File: config.mk
export PLATFORM = sky130hd
export DESIGN_NAME = romaji_to_kana_tokenizer
export DESIGN_NICKNAME = d
export VERILOG_FILES = /design/src/rtl/r2k_pkg.sv /design/src/rtl/r2k_ctrl.sv /design/src/rtl/r2k_datapath.sv /design/src/rtl/romaji_to_kana_tokenizer.sv
export SDC_FILE = /design/constraint.sdc
export NUM_CORES = 1
export LEC_CHECK = 0
export ABC_AREA = 0
export BUFFER_PORTS_ARGS = -buffer_cell sky130_fd_sc_hd__buf_2
export CORE_MARGIN = 2
export CORE_UTILIZATION = 51
export CTS_CLUSTER_SIZE = 28
export DETAILED_ROUTE_END_ITERATION = 8
export GPL_ROUTABILITY_DRIVEN = 0
export PLACE_DENSITY = 0.68
export SLEW_MARGIN = 20
export SYNTH_ARGS = -nofsm -noshare
export SYNTH_HDL_FRONTEND = slang
export SYNTH_SLANG_ARGS = --single-unit
File: constraint.sdc
create_clock -name clock -period 14.6 [get_ports clock]
set_input_delay 0.73 -clock clock [delete_from_list [all_inputs] [get_ports clock]]
set_output_delay 0.73 -clock clock [all_outputs]
set_load 0.005 [all_outputs]
File: src/rtl/r2k_pkg.sv
package r2k_pkg;

   localparam int NumRule3 = 3;
   localparam int NumRule2 = 60;
   localparam int NumRule1 = 5;

   localparam logic [1:0] CMD_FEED  = 2'd0;
   localparam logic [1:0] CMD_FLUSH = 2'd1;
   localparam logic [1:0] CMD_CLEAR = 2'd2;

   localparam logic [6:0] TOK_SMALL_TSU = 7'd68;
   localparam logic [6:0] TOK_SYLL_N    = 7'd69;
   localparam logic [6:0] TOK_ERROR     = 7'd70;

   localparam logic [7:0] CH_N    = 8'h6e;
   localparam logic [7:0] CH_Y    = 8'h79;
   localparam logic [7:0] CH_APOS = 8'h27;
   localparam logic [7:0] CH_LO_A = 8'h61;
   localparam logic [7:0] CH_LO_Z = 8'h7a;
   localparam logic [7:0] CH_UP_A = 8'h41;
   localparam logic [7:0] CH_UP_Z = 8'h5a;

   localparam logic [23:0] RULE3 [NumRule3] = '{"shi", "chi", "tsu"};

   localparam logic [15:0] RULE2 [NumRule2] = '{
      "ka", "ki", "ku", "ke", "ko", "sa", "su", "se", "so", "ta", "te", "to",
      "na", "ni", "nu", "ne", "no", "ha", "hi", "fu", "he", "ho",
      "ma", "mi", "mu", "me", "mo", "ya", "yu", "yo",
      "ra", "ri", "ru", "re", "ro", "wa", "wo",
      "ga", "gi", "gu", "ge", "go", "za", "ji", "zu", "ze", "zo",
      "da", "de", "do", "ba", "bi", "bu", "be", "bo",
      "pa", "pi", "pu", "pe", "po"
   };

   localparam logic [7:0] RULE1 [NumRule1] = '{"a", "i", "u", "e", "o"};

   typedef struct packed {
      logic [1:0] cmd;
      logic [7:0] ch;
   } req_payload_type;

   typedef struct packed {
      logic [6:0] token;
      logic       last;
   } rsp_payload_type;

   typedef enum logic [1:0] {
      ST_IDLE,
      ST_STEP,
      ST_BAD
   } state_type;

   typedef struct packed {
      logic load_feed;
      logic load_flush;
      logic clear;
      logic step;
      logic emit_err;
   } dp_cmd_type;

   typedef struct packed {
      logic ch_ok;
      logic out_free;
      logic step_emit;
      logic step_last;
   } dp_sts_type;

   typedef struct packed {
      logic       emit;
      logic [6:0] token;
      logic [1:0] drop;
   } step_type;

   function automatic logic vowel_ch(input logic [7:0] c);
      return (c == "a") || (c == "i") || (c == "u") || (c == "e") || (c == "o");
   endfunction

   function automatic logic is_cons(input logic [7:0] c);
      return (c >= CH_LO_A) && (c <= CH_LO_Z) && !vowel_ch(c);
   endfunction

   function automatic step_type red_step(input logic [7:0] c0, input logic [7:0] c1,
                                         input logic [7:0] c2, input logic [1:0] n,
                                         input logic fin);
      step_type s;
      logic     found;
      logic     waits;
      s     = '{emit: 1'b0, token: TOK_ERROR, drop: 2'd1};
      found = 1'b0;
      waits = 1'b0;
      if (n == 2'd0) begin
         s.emit = 1'b0;
      end else if (n >= 2'd2 && is_cons(c0) && c0 == c1 && c0 != CH_N) begin
         s = '{emit: 1'b1, token: TOK_SMALL_TSU, drop: 2'd1};
      end else if (n >= 2'd2 && c0 == CH_N && (c1 == CH_APOS || c1 == CH_N)) begin
         s = '{emit: 1'b1, token: TOK_SYLL_N, drop: 2'd2};
      end else if (n >= 2'd2 && c0 == CH_N && is_cons(c1) && c1 != CH_Y) begin
         s = '{emit: 1'b1, token: TOK_SYLL_N, drop: 2'd1};
      end else begin
         for (int i = 0; i < NumRule3; i++) begin
            if (!found && n == 2'd3 && {c0, c1, c2} == RULE3[i]) begin
               s     = '{emit: 1'b1, token: 7'(i), drop: 2'd3};
               found = 1'b1;
            end
         end
         for (int j = 0; j < NumRule2; j++) begin
            if (!found && n >= 2'd2 && {c0, c1} == RULE2[j]) begin
               s     = '{emit: 1'b1, token: 7'(NumRule3 + j), drop: 2'd2};
               found = 1'b1;
            end
         end
         for (int v = 0; v < NumRule1; v++) begin
            if (!found && c0 == RULE1[v]) begin
               s     = '{emit: 1'b1, token: 7'(NumRule3 + NumRule2 + v), drop: 2'd1};
               found = 1'b1;
            end
         end
         if (!found) begin
            if (fin && n == 2'd1 && c0 == CH_N) begin
               s = '{emit: 1'b1, token: TOK_SYLL_N, drop: 2'd1};
            end else begin
               for (int i = 0; i < NumRule3; i++) begin
                  if (n == 2'd1 && c0 == RULE3[i][23:16]) waits = 1'b1;
                  if (n == 2'd2 && {c0, c1} == RULE3[i][23:8]) waits = 1'b1;
               end
               for (int j = 0; j < NumRule2; j++) begin
                  if (n == 2'd1 && c0 == RULE2[j][15:8]) waits = 1'b1;
               end
               s = '{emit: !waits, token: TOK_ERROR, drop: 2'd1};
            end
         end
      end
      return s;
   endfunction

endpackage

File: src/rtl/r2k_ctrl.sv
module r2k_ctrl (
   input  logic                     clock,
   input  logic                     reset,
   input  logic                     req_valid,
   output logic                     req_ready,
   input  logic [1:0]               req_cmd,
   input  r2k_pkg::dp_sts_type      dp_sts,
   output r2k_pkg::dp_cmd_type      dp_cmd
);
   import r2k_pkg::*;

   state_type state_ff;
   state_type state_in;

   always_ff @(posedge clock) begin
      if (reset) begin
         state_ff <= ST_IDLE;
      end else begin
         state_ff <= state_in;
      end
   end

   always_comb begin
      state_in  = state_ff;
      req_ready = 1'b0;
      dp_cmd    = '0;
      unique case (state_ff)
         ST_IDLE: begin
            req_ready = 1'b1;
            if (req_valid) begin
               unique case (req_cmd)
                  CMD_FEED: begin
                     if (dp_sts.ch_ok) begin
                        dp_cmd.load_feed = 1'b1;
                        state_in         = ST_STEP;
                     end else begin
                        dp_cmd.clear = 1'b1;
                        state_in     = ST_BAD;
                     end
                  end
                  CMD_FLUSH: begin
                     dp_cmd.load_flush = 1'b1;
                     state_in          = ST_STEP;
                  end
                  CMD_CLEAR: begin
                     dp_cmd.clear = 1'b1;
                  end
                  default: begin
                  end
               endcase
            end
         end
         ST_STEP: begin
            if (!dp_sts.step_emit) begin
               state_in = ST_IDLE;
            end else if (dp_sts.out_free) begin
               dp_cmd.step = 1'b1;
               if (dp_sts.step_last) state_in = ST_IDLE;
            end
         end
         ST_BAD: begin
            if (dp_sts.out_free) begin
               dp_cmd.emit_err = 1'b1;
               state_in        = ST_IDLE;
            end
         end
         default: begin
            state_in = ST_IDLE;
         end
      endcase
   end

`ifndef ASSERT_OFF
   a_step_needs_room: assert property (@(posedge clock) disable iff (reset)
      (dp_cmd.step || dp_cmd.emit_err) |-> dp_sts.out_free)
      else $error("token issued while output register held");
   a_bad_then_err: assert property (@(posedge clock) disable iff (reset)
      (state_ff == ST_BAD && dp_sts.out_free) |=> (state_ff == ST_IDLE))
      else $error("rejected character did not complete");
   a_wait_ends_step: assert property (@(posedge clock) disable iff (reset)
      (state_ff == ST_STEP && !dp_sts.step_emit) |=> (state_ff == ST_IDLE))
      else $error("step unit stayed busy with nothing to emit");
`endif

endmodule

File: src/rtl/r2k_datapath.sv
module r2k_datapath (
   input  logic                     clock,
   input  logic                     reset,
   input  r2k_pkg::req_payload_type req_payload,
   output logic                     rsp_valid,
   input  logic                     rsp_ready,
   output r2k_pkg::rsp_payload_type rsp_payload,
   input  r2k_pkg::dp_cmd_type      dp_cmd,
   output r2k_pkg::dp_sts_type      dp_sts
);
   import r2k_pkg::*;

   logic [7:0]      buf_ff [3];
   logic [7:0]      buf_in [3];
   logic [1:0]      cnt_ff;
   logic [1:0]      cnt_in;
   logic            final_ff;
   logic            final_in;
   logic            rsp_valid_ff;
   logic            rsp_valid_in;
   rsp_payload_type rsp_ff;
   rsp_payload_type rsp_in;

   logic [7:0]      lc;
   logic [7:0]      nb [3];
   logic [1:0]      n_nxt;
   step_type        cur;
   step_type        nxt;

   always_comb begin
      lc = req_payload.ch;
      if (req_payload.ch >= CH_UP_A && req_payload.ch <= CH_UP_Z) lc = req_payload.ch | 8'h20;
   end

   assign cur = red_step(buf_ff[0], buf_ff[1], buf_ff[2], cnt_ff, final_ff);

   always_comb begin
      nb[0] = buf_ff[0];
      nb[1] = buf_ff[1];
      nb[2] = buf_ff[2];
      case (cur.drop)
         2'd1: begin
            nb[0] = buf_ff[1];
            nb[1] = buf_ff[2];
         end
         2'd2: begin
            nb[0] = buf_ff[2];
         end
         default: begin
         end
      endcase
      n_nxt = cnt_ff - cur.drop;
   end

   assign nxt = red_step(nb[0], nb[1], nb[2], n_nxt, final_ff);

   assign dp_sts.ch_ok     = (lc >= CH_LO_A && lc <= CH_LO_Z) || (lc == CH_APOS);
   assign dp_sts.out_free  = !rsp_valid_ff || rsp_ready;
   assign dp_sts.step_emit = cur.emit;
   assign dp_sts.step_last = !nxt.emit;

   always_comb begin
      buf_in       = buf_ff;
      cnt_in       = cnt_ff;
      final_in     = final_ff;
      rsp_in       = rsp_ff;
      rsp_valid_in = rsp_valid_ff && !rsp_ready;
      if (dp_cmd.clear) begin
         cnt_in = 2'd0;
      end
      if (dp_cmd.load_feed) begin
         case (cnt_ff)
            2'd0:    buf_in[0] = lc;
            2'd1:    buf_in[1] = lc;
            default: buf_in[2] = lc;
         endcase
         cnt_in   = cnt_ff + 2'd1;
         final_in = 1'b0;
      end
      if (dp_cmd.load_flush) begin
         final_in = 1'b1;
      end
      if (dp_cmd.step) begin
         buf_in       = nb;
         cnt_in       = n_nxt;
         rsp_in       = '{token: cur.token, last: !nxt.emit};
         rsp_valid_in = 1'b1;
      end
      if (dp_cmd.emit_err) begin
         rsp_in       = '{token: TOK_ERROR, last: 1'b1};
         rsp_valid_in = 1'b1;
      end
   end

   always_ff @(posedge clock) begin
      if (reset) begin
         cnt_ff       <= 2'd0;
         final_ff     <= 1'b0;
         rsp_valid_ff <= 1'b0;
      end else begin
         cnt_ff       <= cnt_in;
         final_ff     <= final_in;
         rsp_valid_ff <= rsp_valid_in;
      end
   end

   always_ff @(posedge clock) begin
      buf_ff <= buf_in;
      rsp_ff <= rsp_in;
   end

   assign rsp_valid   = rsp_valid_ff;
   assign rsp_payload = rsp_ff;

`ifndef ASSERT_OFF
   a_drop_in_range: assert property (@(posedge clock) disable iff (reset)
      dp_cmd.step |-> (cur.drop <= cnt_ff))
      else $error("step drops more characters than buffered");
   a_last_leaves_short: assert property (@(posedge clock) disable iff (reset)
      (dp_cmd.step && !nxt.emit) |=> (cnt_ff <= 2'd2))
      else $error("pending buffer left with three characters");
   a_rsp_held: assert property (@(posedge clock) disable iff (reset)
      (rsp_valid_ff && !rsp_ready) |=> (rsp_valid_ff && $stable(rsp_ff)))
      else $error("waiting token changed or dropped");
`endif

endmodule

File: src/rtl/romaji_to_kana_tokenizer.sv
// channel | direction | handshake          | payload
// req     | in        | req_valid/req_ready | cmd, ch
// rsp     | out       | rsp_valid/rsp_ready | token, last
//
// a feed or flush transaction is taken by the control FSM, then one token leaves per cycle
// from the reduction step unit while the output register is free to take it
// clear and unused commands leave the FSM idle; a rejected character clears the pending buffer and emits an error token
// reset (synchronous) empties the pending buffer at once
// a stalled rsp channel holds the step unit; the next request can be taken while the
// final token of the previous one waits in the output register
module romaji_to_kana_tokenizer (
   input  logic                     clock,
   input  logic                     reset,
   input  logic                     req_valid,
   output logic                     req_ready,
   input  r2k_pkg::req_payload_type req_payload,
   output logic                     rsp_valid,
   input  logic                     rsp_ready,
   output r2k_pkg::rsp_payload_type rsp_payload
);
   import r2k_pkg::*;

   dp_cmd_type dp_cmd;
   dp_sts_type dp_sts;

   r2k_ctrl u_ctrl (
      .clock     (clock),
      .reset     (reset),
      .req_valid (req_valid),
      .req_ready (req_ready),
      .req_cmd   (req_payload.cmd),
      .dp_sts    (dp_sts),
      .dp_cmd    (dp_cmd)
   );

   r2k_datapath u_datapath (
      .clock       (clock),
      .reset       (reset),
      .req_payload (req_payload),
      .rsp_valid   (rsp_valid),
      .rsp_ready   (rsp_ready),
      .rsp_payload (rsp_payload),
      .dp_cmd      (dp_cmd),
      .dp_sts      (dp_sts)
   );

endmodule

After elaboration in Yosys (flattened, before gate mapping) --
Cells that the tools add are included.
Storage, ports and cells: memory bits (read-only) 0, logic and storage cells 1663, bits in writable memories 0, memories 0, bits of input ports 14, bits in registers 38, latch bits 0
Operators by class: multiplexer cells 916, div/mod/pow operators 0, reduce and logical (&&, ||, !) cells 506, shift-type cells 0, multiply operators 0, add/subtract/negate cells 2, bitwise logic cells 2, magnitude comparators 14, equality and inequality tests 214
Operator list (count):
- $eq 16x15->1 const B | 126
- $mux 10 | 146
- $mux 1 | 747
- $eq 8x7->1 const B | 56
- $logic_and 1x1->1 | 329
- $eq 24x23->1 const B | 6
- $logic_not 1->1 | 143
- $ge 8x7->1 const B | 6
- $le 8x7->1 const B | 6
- $mux 24 | 2
- $mux 8 | 4
- $ne 8x7->1 const B | 4
- $eq 8x6->1 const B | 3
- $logic_or 1x1->1 | 20
- $mux 2 | 9
- $eq 8x8->1 | 2
- $pmux 8 s2 | 1
- $eq 2x2->1 const B | 7
- $eq 2x1->1 const B | 5
- $mux 9 | 1
- $ne 3x3->1 const B | 3
- $logic_not 2->1 | 4
- $reduce_bool 2->1 | 4
- $mux 3 | 2
- other kinds (14) | 18

Depth between registers and ports, before layout --
Gate-level depths: netlist (run 1).
depth in word-level cells 1118, mapped depth 24, depth with buffers taken out 21

By module --
Synthesis (run 1) repeated with hierarchy kept, for this count alone.
Unflattened totals: cell total of the unflattened synthesis 536, area total of the unflattened synthesis 4113.9 µm²
Modules (own cells, without submodules):
- r2k_datapath | instances 1, seq. area each 960.9 µm², cells each 519, area each 3965.1 µm²
- r2k_ctrl | instances 1, seq. area each 40.0 µm², cells each 17, area each 148.9 µm²

Worst setup path after synthesis (run 1) --
OpenSTA, ideal clock, no wires.
path kind reg2reg, from register u_datapath.cnt_ff[0], to register u_ctrl.state_ff[0], buffers on the path 4, slack 9.776 ns, setup time 0.087 ns, cell stages (with the launch flop) 25, arrival 4.737 ns, required time 14.513 ns, cell sequence dfxtp_1 > inv_1 > ha_1 > or2_4 > buf_2 > and4_1 > buf_2 > nor2_1 > o21ai_0 > a2111oi_0 > nand4_1 > nor3_1 > nor2_1 > ha_1 > clkbuf_1 > a221o_1 > and2_1 > buf_2 > or4_1 > and3_1 > a41oi_1 > nor2_1 > o22ai_1 > o311ai_1 > o31ai_1
RTL lines:
- from (decl) | RTL line r2k_datapath.sv:15 | logic [1:0] cnt_ff;
- from (signal assigned) | RTL line r2k_datapath.sv:101 | cnt_ff <= cnt_in;
- to (signal assigned) | RTL line r2k_ctrl.sv:19 | state_ff <= state_in;
- to (decl) | RTL line r2k_ctrl.sv:12 | state_type state_ff;

==> results of run 1 <==
-- through the flow --
stage	utilization (%)	setup slack (ns)	total power, uW	instance area, um^2	hold slack [ns]
after floorplan	-	9.78	127	4510	0.448
after global placement	52.4	8.79	132	4530	0.440
after detailed placement	52.4	8.51	133	4530	0.452
after CTS	53.4	8.50	203	4610	0.461
after global routing	53.4	7.69	209	4610	0.496
final	53.4	8.33	202	4610	0.461
-- flip-flops by register name (all words and copies together) (netlist names) --
register	cells
u_datapath.buf_ff	24
u_datapath.rsp_payload	8
u_ctrl.state_ff	2
u_datapath.cnt_ff	2
u_datapath.final_ff	1
u_datapath.rsp_valid	1
-- layout make-up --
class                   count  area [um^2]
multi-input cells         493         3210
clock inverters             3         16.3
inverters                  14         52.6
fillers                   837         4020
clock buffers               5         68.8
well taps                 108          135
repair buffers             25          130
flip-flops and latches     38         1000
-- Yosys cell counts, drive strengths merged, types with 9 or more instances --
| cell | number |
|---|---|
| and3 | 12 |
| nand3 | 35 |
| a21oi | 29 |
| nor3 | 25 |
| nand2 | 58 |
| edfxtp | 24 |
| and3b | 9 |
| nor2b | 11 |
| nor4 | 9 |
| inv | 14 |
| o211ai | 13 |
| nor2 | 50 |
| o21ai | 40 |
| nand4 | 15 |
| nand2b | 16 |
| and2 | 9 |
| buf | 33 |
| dfxtp | 14 |
| mux2i | 10 |
-- where the power goes --
part / switching, uW / total (uW) / internal (uW)
combinational: 8.27 / 13.9 / 5.64
sequential: 2.20 / 116 / 114
clock: 39.2 / 71.9 / 32.7
-- tightest hold or removal path, stage by stage, from the launching register on --
cell and delay, ns:
dfxtp_1 0.31, nand2_1 0.05, a21oi_1 0.05
-- worst paths after layout --
check,start,to,slack [ns],cells past startpoint
worst max-delay path,u_datapath.buf_ff[11],u_ctrl.state_ff[0],8.33,18
worst min-delay path,u_datapath.rsp_payload[5],u_datapath.rsp_payload[5],0.46,2
worst max register to register,u_datapath.buf_ff[11],u_ctrl.state_ff[0],8.33,18
worst min register to register,u_datapath.rsp_payload[5],u_datapath.rsp_payload[5],0.46,2
-- routing by layer --
layer  share of wire [%]  wire (um)
met5                   0          0
met4                 6.4        973
met3                  10       1540
met2                  45       6850
met1                  38       5850
-- cell families (layout without fill, tap and decap cells) --
logic type               Yosys count  in the layout  share of synthesized area (%)
AO/OA/AOI/OAI                    167            167                           26.9
XOR/XNOR                           7              7                           1.36
adder cells (fa/ha/maj)            7              7                           1.94
buffers and inverters             54             47                           6.68
flip-flops                        38             38                           22.2
multiplexers                      11             11                           2.47
AND/OR/NAND/NOR                  301            301                           38.4
==> summary.md, run 1 <==
| Metric | Value |
|---|---|
| Final net count | approximately 600 |
| Mapped Cells | 585 |
| Top delay family on crit path | simple AND/OR/NAND/NOR gates |
| Register area share after synthesis | between 20% and 30% |
| Cell Count, Final, Fillers Out | 686 |
| Vias post-DR | about 4900 |
| Upper clock frequency limit | 159 MHz |
| VDD IR max | roughly 0.05 mV |
| Distinct cells, synth | 88 |
| TritonCTS Buffers | 5 |
| Initial antenna violation count | 0 |
| Core footprint | 0.00864 mm^2 |
| PortBufs | 23 |
| Slew Limit Headroom | 34.6% |
| Dpl hpwl | ~11 mm |
| Commonest non-fill, non-tap cells in the layout | 58 x nand2_1, 50 x nor2_1, 34 x nand3_1, 34 x o21ai_0, 27 x a21oi_1 |
| Drt drc | 0 |
| Period utilization | between 40% and 50% |
| Synthesized area per cell | 7.71 um^2 |
| Yosys warns | 0 |
| Final wirelength | 15.2 mm |
| Kind of critical path | flop to flop |
| Grt total ovfl | 0 |
| CTS tree | built |
| Post-Route Skew | roughly 0.011 ns |
| Number of flops mapped to enable cells by yosys | 24 |
| RSZ-0062 raised after global routing | false |
| Boundary pin count | 24 |
| Post-CTS setup buffers | 0 |
| Commonest non-fill, non-tap cell in the layout | nand2_1 |
| Die height | about 100 um |
| Final Hold Viols | 0 |
| Clk slew on worst S/H paths | 0.09 ns |
| First-pass GRT wire length | approximately 25 mm |
| Post-DRT Antenna Nets | 0 |
| Worst-Margin Slew | 0.981 ns |
| First drt pass iteration count | 6 |
| CP max stage delay | 1.00 ns |
| WP data arrival | roughly 6.5 ns |
| Row Count | 34 |
| Grt peak-use layer | met2 |
| Synth top area cells | edfxtp_1 16%, dfxtp_1 6.2%, nand2_1 4.8%, nor2_1 4.2%, nand3_1 3.8% |
| Bufs and invs on worst path | 0 |
| Synthesized flop and latch total | 38 |
| Resize count post-CTS | 0 |
| Die width | 98.1 um |
| CP Launch Type | flop |
| CTS H-tree depth | 2 |
| Starting density of the core | between 50% and 60% |
| Vias in the first global route | between 4000 and 5000 |
| Max Fanout on Critical Path | 27 |
| M2 GR Usage | 50.7% |
| Placed Cells incl. Taps | approximately 680 |
| DR iter-0 viols | slightly above 500 |
| Largest net degree at the start of global routing | 32 |
| Endpoint type of the worst setup path | flop |
| Post-synth top area cell | edfxtp_1 |
| Clk root buf | clkbuf_8 |
| Post-synth top flop | edfxtp_1 |
| Status | finished clean |
| # setup viols final | 0 |
| Area share of the largest cell type after synthesis | between 15 and 20% |
| DIE AREA | approximately 0.0096 mm^2 |
| Average wire per cell in the routed design | around 22 um |
| Clock Latency Late Sink | approximately 0.3 ns |
| CP cell instances | and4bb_1 > and4_1 > nor2_1 > o21ai_0 > a2111oi_0 > nand4_1 > nor3_1 > nand2b_1 > ha_1 > a221o_1 > o21ai_0 > or4_1 > and3_1 > a41oi_1 > nor2_1 > o22ai_1 > o311ai_1 > o31ai_1 |
| Area growth from synthesis to layout | 2.25% |
| Post-layout min period | roughly 6.3 ns |
| Maxcap violations | 0 |
| Mapped cell area | 0.00451 mm^2 |
| Antenna diodes | 0 |
| Synth Net Count | between 600 and 700 |
| Post-CTS Hold Fix Bufs | 0 |
| Global Route met1 Usage | between 40 and 50% |
| Setup TNS | 0 ns |
| FFs w/ async S/R, synth | 0% |
| Met3 Resource Use GR | 5.23% |
| Worst endpoint required time | roughly 15 ns |
| Slowest CP cell | edfxtp_1 |
| Hold Path Class | flop to flop |
| Gr usage total | 31.9% |
| Share of layout cells above drive strength 1 | between 10 and 15% |
| Final Max Tran Viols | 0 |
| DR vias/cell | 7.19 |
| Num Clock Sinks | 38 |
| PwrDens | between 40 and 50 mW/mm^2 |
| Max clock buf depth | 2 |
| Lkg Pwr | 0.00165 uW |
Power figures use the tool's default switching activity.
==> inputs of run 2 (changes only) <==
==> constraint.sdc (replaced) <==
create_clock -name clock -period 6 [get_ports clock]
set_input_delay 0.3 -clock clock [delete_from_list [all_inputs] [get_ports clock]]
set_output_delay 0.3 -clock clock [all_outputs]
set_load 0.005 [all_outputs]
==> run 2 against run 1 <==
Clock power grew to 3.7 times the previous value. Largest power group unchanged. Non-clock buffer count grew 15. Global-route usage grew 0.90 points. Via count grew 1.9%. Highest routed layer unchanged. Sequential power grew 140%. Register-to-register slack lost 7.9 ns. Critical path depth grew 3. Worst setup slack lost 7.9 ns. Clock skew shrank 0.00093 ns. Wire length grew 3.9%. Sequential cell count is the same. Maximum frequency grew 13%.
==> summary.md, run 2 (synthesis results as in run 1) <==
| Metric | Value |
|---|---|
| Largest net degree at the start of global routing | 32 (unchanged) |
| Clock power share | 45.5% (+9.9 points) |
| WP data arrival | 5.79 ns (-0.70 ns) |
| Part of the power in combinational logic | 6.2% (-0.7 points) |
| Vias in the first global route | 4592 (-2.1%) |
| Die width | 98.1 um (unchanged) |
| Final Max Tran Viols | 0 (unchanged) |
| Endpoint type of the worst setup path | flop |
| Dpl hpwl | 11.9 mm (+5.2%) |
| Clock Latency Late Sink | 0.30 ns (about the same) |
| Worst Slack Setup Final | 0.431 ns (-7.90 ns) |
| DR vias/cell | 7.17 (-0.31%) |
| Clk root buf | clkbuf_8 |
| Hold Crit Depth | 1 (-1) |
| Post-layout min period | 5.57 ns (-0.703 ns) |
| Post-CTS setup buffers | 0 (unchanged) |
| TritonCTS Buffers | 5 (unchanged) |
| End of the worst register-to-register path | u_ctrl.state_ff[0] |
| DR iter-0 viols | 610 (+20%) |
| PortBufs | 23 (unchanged) |
| Die height | 98.1 um (unchanged) |
| Antenna diodes | 0 (unchanged) |
| Commonest non-fill, non-tap cells in the layout | 58 x nand2_1, 50 x nor2_1, 34 x nand3_1, 34 x o21ai_0, 27 x a21oi_1 |
| Gr usage total | 32.8% (+0.90 points) |
| CTS H-tree depth | 2 (unchanged) |
| Share of layout cells above drive strength 1 | 13.5% (+2.4 points) |
| RSZ-0062 raised after global routing | false |
| Slew Limit Headroom | 44.7% (+10 points) |
| Area growth from synthesis to layout | 5.91% |
| Num Clock Sinks | 38 (unchanged) |
| Sw power | 132 uW (+170%) |
| Final net count | 613 (+2.5%) |
| Max clock buf depth | 2 (unchanged) |
| Post-Place Cell Area | 0.00464 mm^2 (+2.5%) |
| Clk slew on worst S/H paths | 0.09 ns (about the same) |
| Maxcap violations | 0 (unchanged) |
| VDD IR max | 0.0920 mV (+86%) |
| Boundary pin count | 24 (unchanged) |
| Final wirelength | 15.8 mm (+3.9%) |
| Commonest non-fill, non-tap cell in the layout | nand2_1 |
| Worst r2r path cells | 21 (+3) |
| Period utilization | 92.8% (+50 points) |
| Top reg by flops | u_datapath.buf_ff |
| Core footprint | 0.00864 mm^2 (unchanged) |
| # setup viols final | 0 (unchanged) |
| Average wire per cell in the routed design | 22.5 um (+1.6%) |
| Worst r2r src | u_datapath.cnt_ff[0] |
| PwrDens | 122 mW/mm^2 (+180%) |
| Worst Hold End | u_datapath.buf_ff[7] |
| First drt pass iteration count | 7 (+1) |
| CP Launch Type | flop |
| HP Start | req_payload[7] |
| Lkg Pwr | 0.00175 uW (+6.0%) |
| R2R setup slack | 0.43 ns (-7.90 ns) |
| Kind of critical path | flop to flop |
| Hold Path Class | primary input to flop |
| Post-CTS Hold Fix Bufs | 0 (unchanged) |
| Switch share | 22.6% (-2.0 points) |
| Vias post-DR | 5023 (+1.9%) |
| Upper clock frequency limit | 180 MHz (+13%) |
| Pint | 453 uW (+200%) |
| First-pass GRT wire length | 25.2 mm (+2.1%) |
| Post-DRT Antenna Nets | 0 (unchanged) |
| Final Hold Viols | 0 (unchanged) |
| Grt total ovfl | 0 (unchanged) |
| Initial antenna violation count | 0 (unchanged) |
| Drt drc | 0 (unchanged) |
| Resize count post-CTS | 0 (unchanged) |
| Starting density of the core | 52.3% (unchanged) |
| Setup TNS | 0 ns (unchanged) |
| Status | finished clean |
| Post-place setup slack | 0.563 ns (-7.95 ns) |
| DIE AREA | 0.00962 mm^2 (unchanged) |
| WHS | 0.196 ns (-0.265 ns) |
| Finished Cell Area | 0.00478 mm^2 (+3.6%) |
| Post-Route Skew | 0.0104 ns (-0.000928 ns) |
| Row Count | 34 (unchanged) |
| CTS tree | built |
| Max FFs per register | 24 (unchanged) |
| Worst endpoint required time | 6.23 ns (-8.59 ns) |
| Worst-Margin Slew | 0.827 ns (-0.154 ns) |
| Max Fanout on Critical Path | 13 (-52%) |
| Sequential Power Share | 48.2% (-9.4 points) |
[run 2: cell types whose count changed in the layout (fill, tap and decap cells not counted)]
cell / delta
buf_4: +15
bufinv_16: +1
clkbuf_16: +1
clkbuf_8: +1
clkinv_1: -1
clkinv_2: -1
clkinvlp_4: -1
[run 2: worst max-delay path by stage]
stage / from / slack (ns) / depth (start not counted) / end
3_5_place_dp: u_datapath.cnt_ff[0] / 0.56 / 21 / u_ctrl.state_ff[0]
2_1_floorplan: u_datapath.cnt_ff[0] / 1.18 / 24 / u_ctrl.state_ff[0]
6_report: u_datapath.cnt_ff[0] / 0.43 / 21 / u_ctrl.state_ff[0]
4_1_cts: u_datapath.cnt_ff[0] / 0.50 / 21 / u_ctrl.state_ff[0]
5_1_grt: u_datapath.cnt_ff[0] / 0.01 / 21 / u_ctrl.state_ff[0]
3_3_place_gp: u_datapath.cnt_ff[0] / 0.72 / 21 / u_ctrl.state_ff[0]
[run 2: cell type report]
type                       count  area, um^2
timing repair buffer          40         243
inverter                      14        52.6
sequential                    38        1000
clock inverter                 1        30.0
fill                         801        3860
clock buffer                   7         108
tap                          108         135
multi-input combinational    493        3210
[run 2: metrics by stage]
stage | instances | util [%] | total power, uW
2_1_floorplan | 585 | - | 308
3_3_place_gp | 693 | 53.8 | 322
3_5_place_dp | 693 | 53.8 | 324
4_1_cts | 701 | 55.3 | 584
5_1_grt | 701 | 55.3 | 599
6_report | 701 | 55.3 | 585
[run 2: critical path, cell delays in order, from the launching register on]
cell	delay [ns]
dfxtp_1	0.39
inv_1	0.12
ha_1	0.22
or2_4	0.30
and4_1	0.27
nor2_1	0.24
o21ai_0	0.14
a2111oi_0	0.42
nand4_1	0.21
nor3_1	0.37
nand2b_1	0.19
ha_1	0.46
buf_4	0.30
a221o_1	0.20
nand2_1	0.15
or4_1	0.53
and3_1	0.18
a41oi_1	0.29
nor2_1	0.09
o22ai_1	0.12
o311ai_1	0.13
o31ai_1	0.19
[run 2: power by group through the flow]
stage	clock network, uW	logic [uW]	registers, uW
2_1_floorplan	0	22.4	286
3_3_place_gp	0	34.4	288
3_5_place_dp	0	35.7	288
4_1_cts	266	35.9	282
5_1_grt	276	40.5	283
6_report	267	36.5	282
[run 2: layer usage]
metal  global-route usage (%)  vias up  wire, um
li1                         -     2265         -
met5                        0        -         0
met2                     51.5      351      7050
met1                     44.7     2317      6380
met3                     4.29       90      1500
met4                     15.6        0       878
